`src/sv/ntfm_pkg.sv`:
```
// shared types and constants for the nearest timestamp fix matcher
package ntfm_pkg;

  // history ring size
  localparam int unsigned HISTORY_DEPTH = 1024;
  localparam int unsigned PTR_W = (HISTORY_DEPTH > 1) ? $clog2(HISTORY_DEPTH) : 1;
  localparam int unsigned CNT_W = $clog2(HISTORY_DEPTH + 1);

  // field widths
  localparam int unsigned TS_W    = 48;
  localparam int unsigned DELAY_W = 32;
  localparam int unsigned NSU_W   = 10;
  // microsecond time scaled to nanoseconds
  localparam int unsigned TNS_W   = TS_W + NSU_W;
  // query and difference, room for the added delay
  localparam int unsigned QUERY_W = TNS_W + 1;

  localparam logic [NSU_W-1:0] NS_PER_US = NSU_W'(1000);

  // operation codes
  localparam logic OP_STORE   = 1'b0;
  localparam logic OP_TRIGGER = 1'b1;

  typedef struct packed {
    logic          operation;
    logic [47:0]   timestamp_us;
    logic [63:0]   lat_bits;
    logic [63:0]   lon_bits;
    logic [31:0]   alt_bits;
    logic [31:0]   eph_bits;
    logic [31:0]   epv_bits;
    logic          dr_flag;
  } in_t;

  typedef struct packed {
    logic          found;
    logic [47:0]   fix_timestamp_us;
    logic [63:0]   match_lat_bits;
    logic [63:0]   match_lon_bits;
    logic [31:0]   match_alt_bits;
    logic [31:0]   match_eph_bits;
    logic [31:0]   match_epv_bits;
    logic          match_dr_flag;
  } out_t;

  // one history entry as held in memory
  typedef struct packed {
    logic [47:0]   time_us;
    logic [63:0]   lat;
    logic [63:0]   lon;
    logic [31:0]   alt;
    logic [31:0]   eph;
    logic [31:0]   epv;
    logic          dr_flag;
  } entry_t;

  localparam int unsigned ENTRY_W = $bits(entry_t);

  // controller to datapath
  typedef struct packed {
    logic store;   // write the accepted fix
    logic start;   // latch query, set up the walk
    logic walk;    // walk the history
    logic fetch;   // read the best entry
    logic load;    // load the output register
  } cmd_t;

  // datapath to controller
  typedef struct packed {
    logic empty;
    logic walk_done;
    logic slot_free;
  } status_t;

endpackage

```
`src/sv/ntfm_ctrl.sv`:
```
// sequencing state machine for store and trigger transactions
module ntfm_ctrl (
  input  logic              clk_i,
  input  logic              rst_ni,
  input  logic              in_valid_i,
  output logic              in_ready_o,
  input  logic              in_op_i,
  input  ntfm_pkg::status_t status_i,
  output ntfm_pkg::cmd_t    cmd_o
);

  import ntfm_pkg::*;

  typedef enum logic [1:0] {
    S_IDLE,
    S_WALK,
    S_FETCH,
    S_LOAD
  } state_e;

  state_e state_q, state_d;
  logic   accept;

  assign in_ready_o = (state_q == S_IDLE);
  assign accept     = in_valid_i && in_ready_o;

  always_comb begin
    state_d = state_q;
    cmd_o   = '0;
    case (state_q)
      S_IDLE: begin
        if (accept) begin
          if (in_op_i == OP_STORE) begin
            cmd_o.store = 1'b1;
          end else begin
            cmd_o.start = 1'b1;
            state_d     = status_i.empty ? S_LOAD : S_WALK;
          end
        end
      end
      S_WALK: begin
        cmd_o.walk = 1'b1;
        if (status_i.walk_done) begin
          state_d = S_FETCH;
        end
      end
      S_FETCH: begin
        cmd_o.fetch = 1'b1;
        state_d     = S_LOAD;
      end
      S_LOAD: begin
        if (status_i.slot_free) begin
          cmd_o.load = 1'b1;
          state_d    = S_IDLE;
        end
      end
      default: begin
        state_d = S_IDLE;
      end
    endcase
  end

  always_ff @(posedge clk_i or negedge rst_ni) begin
    if (!rst_ni) begin
      state_q <= S_IDLE;
    end else begin
      state_q <= state_d;
    end
  end

endmodule

```
`config.mk`:
```
export PLATFORM = sky130hd
export DESIGN_NAME = ntfm_ctrl
export DESIGN_NICKNAME = d
export VERILOG_FILES = /design/src/sv/ntfm_pkg.sv /design/src/sv/ntfm_ctrl.sv
export SDC_FILE = /design/constraint.sdc
export NUM_CORES = 1
export LEC_CHECK = 0
export BUFFER_PORTS_ARGS = -buffer_cell sky130_fd_sc_hd__buf_2
export CORE_AREA = 3 3 40 42
export DETAILED_ROUTE_END_ITERATION = 7
export DIE_AREA = 0 0 43 45
export HOLD_SLACK_MARGIN = 0.03
export PLACE_DENSITY = 0.32
export SETUP_SLACK_MARGIN = 0.02
export SKIP_LAST_GASP = 1
export SYNTH_ARGS = -nofsm -noshare
export SYNTH_HDL_FRONTEND = slang
export SYNTH_SLANG_ARGS = --single-unit
```
`constraint.sdc`:
```
create_clock -name clk_i -period 2.78 [get_ports clk_i]
set_clock_uncertainty 0.2 [all_clocks]
set_input_delay 0.556 -clock clk_i [delete_from_list [all_inputs] [get_ports clk_i]]
set_output_delay 0.556 -clock clk_i [all_outputs]
set_load 0.005 [all_outputs]
```
---- Word-level counts from Yosys, hierarchy flattened ----
Cells that the tools add are included.
word-level totals
  flip-flop bits (word level) ............. 2
  bits of input ports ..................... 7
  output and inout bits ................... 6
  logic and storage cells ................. 25
operators by class
  equal/unequal tests ..................... 7
  muxes and demuxes ....................... 14
  reductions and logical operators ........ 3
operators with widths
  cell                  count
  $mux W2               7
  $pmux W2 S4           1
  $mux W1               6
  $eq A2 B2 Y1 const B  2
  $ne A2 B1 Y1 const B  2
  $ne A2 B2 Y1 const B  2
  $reduce_and A4 Y1     1
  $eq A2 B1 Y1 const B  1
  $logic_not A2 Y1      1
  $logic_and A1 B1 Y1   1

---- Logic depth before layout (Yosys ltp) ----
  depth in word-level cells ............... 4
  gate-level depth with buffers ........... 4
  gate-level depth less buffers ........... 4

---- Least setup slack after synthesis ----
Ideal clock, no wire load.
  kind .................................... register to output
  from .................................... reg state_q[0]
  to ...................................... out cmd_o[3] in the netlist's numbering
  data arrival time ....................... 0.870 ns
  required time ........................... 2.024 ns
  path slack .............................. 1.154 ns
  cell stages (with the launch flop) ...... 4
  cell sequence ........................... dfrtp_1 -> inv_1 -> ha_1 -> and3_1
RTL lines
  item                    RTL line         text
  start, declared         ntfm_ctrl.sv:21  state_e state_q, state_d;
  start signal, assigned  ntfm_ctrl.sv:67  state_q <= state_d;
  end, declared           ntfm_ctrl.sv:9   output ntfm_pkg::cmd_t cmd_o

==> summary.txt <==
Detailed routing
  – Drt drc: 0
  – Via count: 194
  – Vias per cell: 3.73
  – Routed len/inst: 8.92 um
  – DRT antenna net count: 0
  – Final WL: 464 um
  – DRT iter0 DRCs: 3
  – First-pass DRT Iterations: 4

STA
  – Final hold vios: 0
  – Slew @ Worst Pin: 0.482 ns
  – Slew margin rel.: 67.9%
  – RSZ-0062 raised after global routing: no
  – # setup viols final: 0
  – Final min period: 1.98 ns
  – Slew Viols, Final: 0
  – FMAX: 505 MHz
  – Final Cycle Share: 71.3%
  – Setup TNS Final: 0 ns

Worst setup path
  – Crit-path max FO: 4
  – CP required: 2.02 ns
  – Worst Setup Start Kind: register
  – Crit Path Category: register to primary output
  – Crit path capture type: primary output
  – CP arrival: 1.23 ns

Finish
  – Multi-input logic area: 131 um^2
  – # diodes: 0
  – Final instance area: 308 um^2
  – Area delta synth->final: 56.7%
  – Fill cells: 142
  – Final Net Count: 51
  – Sequential standard cell area: 50.0 um^2
  – Biggest regs: state_q x2
  – Largest register by flop count: state_q
  – Share of cells above drive strength 1: 43.2%
  – Max FFs per register: 2

Logic synthesis
  – Syn_nets: 33
  – Synth area leaders: ha_1 32%, dfrtp_1 25%, mux2i_1 15%
  – #FFs+latches synth: 2
  – Share of synthesized flip-flops with an asynchronous set or reset: 100%
  – Synthesized cell area: 196 um^2
  – Top post-synthesis cells by count: 5 x ha_1, 4 x inv_1, 3 x mux2i_1
  – Ys Warns: 0
  – Synth top area share: 31.8%
  – Sequential area share after synthesis: 25.5%
  – Number of synthesized flops with an enable pin: 0
  – Mapped Cells: 21
  – Syn_area_per_cell: 9.35 um^2
  – Synth area leader: ha_1
  – Unique cell type count in the Yosys netlist: 9
  – Prevailing post-synth register cell: dfrtp_1
  – Most frequent cell after synthesis: ha_1

Clock tree
  – Root buf cell: clkbuf_4
  – Number of buffers created by CTS: 3
  – CTS H-tree lvls: 1
  – CTS tree: done
  – Max Buffers Root-to-Sink: 2
  – Clock-pin slew on the worst setup and hold paths: 0.03 ns
  – CTS-repair resized insts: 0
  – Clock latency at the later pin of the worst-skew pair: 0.22 ns
  – CTS sink count: 2

Power
  – Sequential share of power: 19.5%
  – Clock power frac: 21.5%
  – Peak supply drop: 0.313 mV
  – Internal power: 0.000180 W
  – Sw Ratio: 39.4%
  – Sw power: 0.000117 W
  – Power Density: 968 nW/um^2
  – Comb pwr share: 59.0%
  – LEAKAGE: 0.192 nW

Run
  – # Max-Cap Violations: 0

Hold path
  – Worst Hold Class: input pin to async pin

Place
  – Final Wtd Congestion: 0.644
  – Port Buf Inserts: 12
  – Placed Area: 275 um^2

Global routing
  – Vias in the first global route: 197
  – Total Routing Usage GR: 5.83%
  – GRT overflow: 0
  – Initial antenna violation count: 0
  – Global-route wire length before repair: 772 um
  – Largest net degree at the start of global routing: 5

Status
  – Status: finished clean

Floorplanning
  – Die area: 1940 um^2
  – Std cell rows: 13
  – Die X: 43 um
  – Io pins: 13
  – Core area: 1280 um^2
  – Die extent in y: 45 um
  – Initial Util: 15.3%
placed cells by master, fill, tap and decap left out:
| master | Yosys | routed |
|---|---|---|
| buf_2 | 0 | 12 |
| ha_1 | 5 | 5 |
| inv_1 | 4 | 4 |
| mux2i_1 | 3 | 3 |
| clkbuf_4 | 0 | 3 |
| nand2_1 | 2 | 2 |
| nor2_1 | 2 | 2 |
| dfrtp_1 | 2 | 2 |
| and3_1 | 1 | 1 |
| and2_2 | 1 | 1 |
| a222oi_1 | 1 | 1 |
| dlygate4sd3_1 | 0 | 1 |
power groups by stage:
stage,Combinational (W),Clock (W),Sequential (W)
6_report,0.000176,0.0000640,0.0000581
5_1_grt,0.000213,0.0000703,0.0000614
4_1_cts,0.000183,0.0000698,0.0000587
3_5_place_dp,0.000182,0,0.0000591
3_3_place_gp,0.000178,0,0.0000586
2_1_floorplan,0.000122,0,0.0000564
worst max-delay path: stages (launching register included):
cell	delay, ns
dfrtp_1	0.38
inv_1	0.13
ha_1	0.23
and3_1	0.16
buf_2	0.10
final timing paths:
check                      depth (start not counted)  slack (ns)              startpoint                     end
min reg2reg                                        2        0.44  state_q[1]$_DFFE_PN0P_  state_q[1]$_DFFE_PN0P_
min in group clk_i                                 2        0.44  state_q[1]$_DFFE_PN0P_  state_q[1]$_DFFE_PN0P_
max in group asynchronous                          2        1.84                  rst_ni  state_q[0]$_DFFE_PN0P_
max                                                4        0.80  state_q[0]$_DFFE_PN0P_                cmd_o[3]
min                                                2        0.44                  rst_ni  state_q[1]$_DFFE_PN0P_
max reg2reg                                        4        1.12  state_q[0]$_DFFE_PN0P_  state_q[0]$_DFFE_PN0P_
layer usage:
| metal | wire [um] | part of all wire [%] | track usage [%] |
|---|---|---|---|
| met1 | 162 | 35 | 4.35 |
| met2 | 278 | 60 | 10.8 |
| met3 | 23 | 5.0 | 2.79 |
| met4 | 0 | 0 | 5.42 |
| met5 | 0 | 0 | 0 |
metrics by stage:
step | setup slack, ns | std cells | utilization [%] | power, W | hold slack (ns)
global route | 0.687 | 52 | 24.0 | 0.000345 | 0.447
global placement | 1.04 | 48 | 21.4 | 0.000237 | 0.140
finish | 0.798 | 52 | 24.0 | 0.000298 | 0.437
floorplan | 1.15 | 21 | - | 0.000178 | 0.0604
detailed placement | 1.01 | 48 | 21.4 | 0.000242 | 0.142
CTS | 0.767 | 52 | 24.0 | 0.000312 | 0.428
logic make-up after synthesis:
| logic type | share of synthesized area, % |
|---|---|
| and+or+nand+nor | 14.7 |
| AOI/OAI and AO/OA | 5.10 |
| muxes | 15.3 |
| buffers and inverters | 7.64 |
| adders and majority gates | 31.8 |
| DFF | 25.5 |
layout make-up:
cell class | instances | area share (%)
well taps | 15 | 6.10
clock buffers | 3 | 7.32
inverters | 4 | 4.88
flip-flops and latches | 2 | 16.3
repair buffers | 13 | 22.8
multi-input cells | 15 | 42.7
timing repair:
item,4_1_cts,5_1_grt
buffers inserted,0,0
hold endpoints to repair,2,0
hold buffers,1,0
No activity file was read; power rests on OpenSTA's default activity.
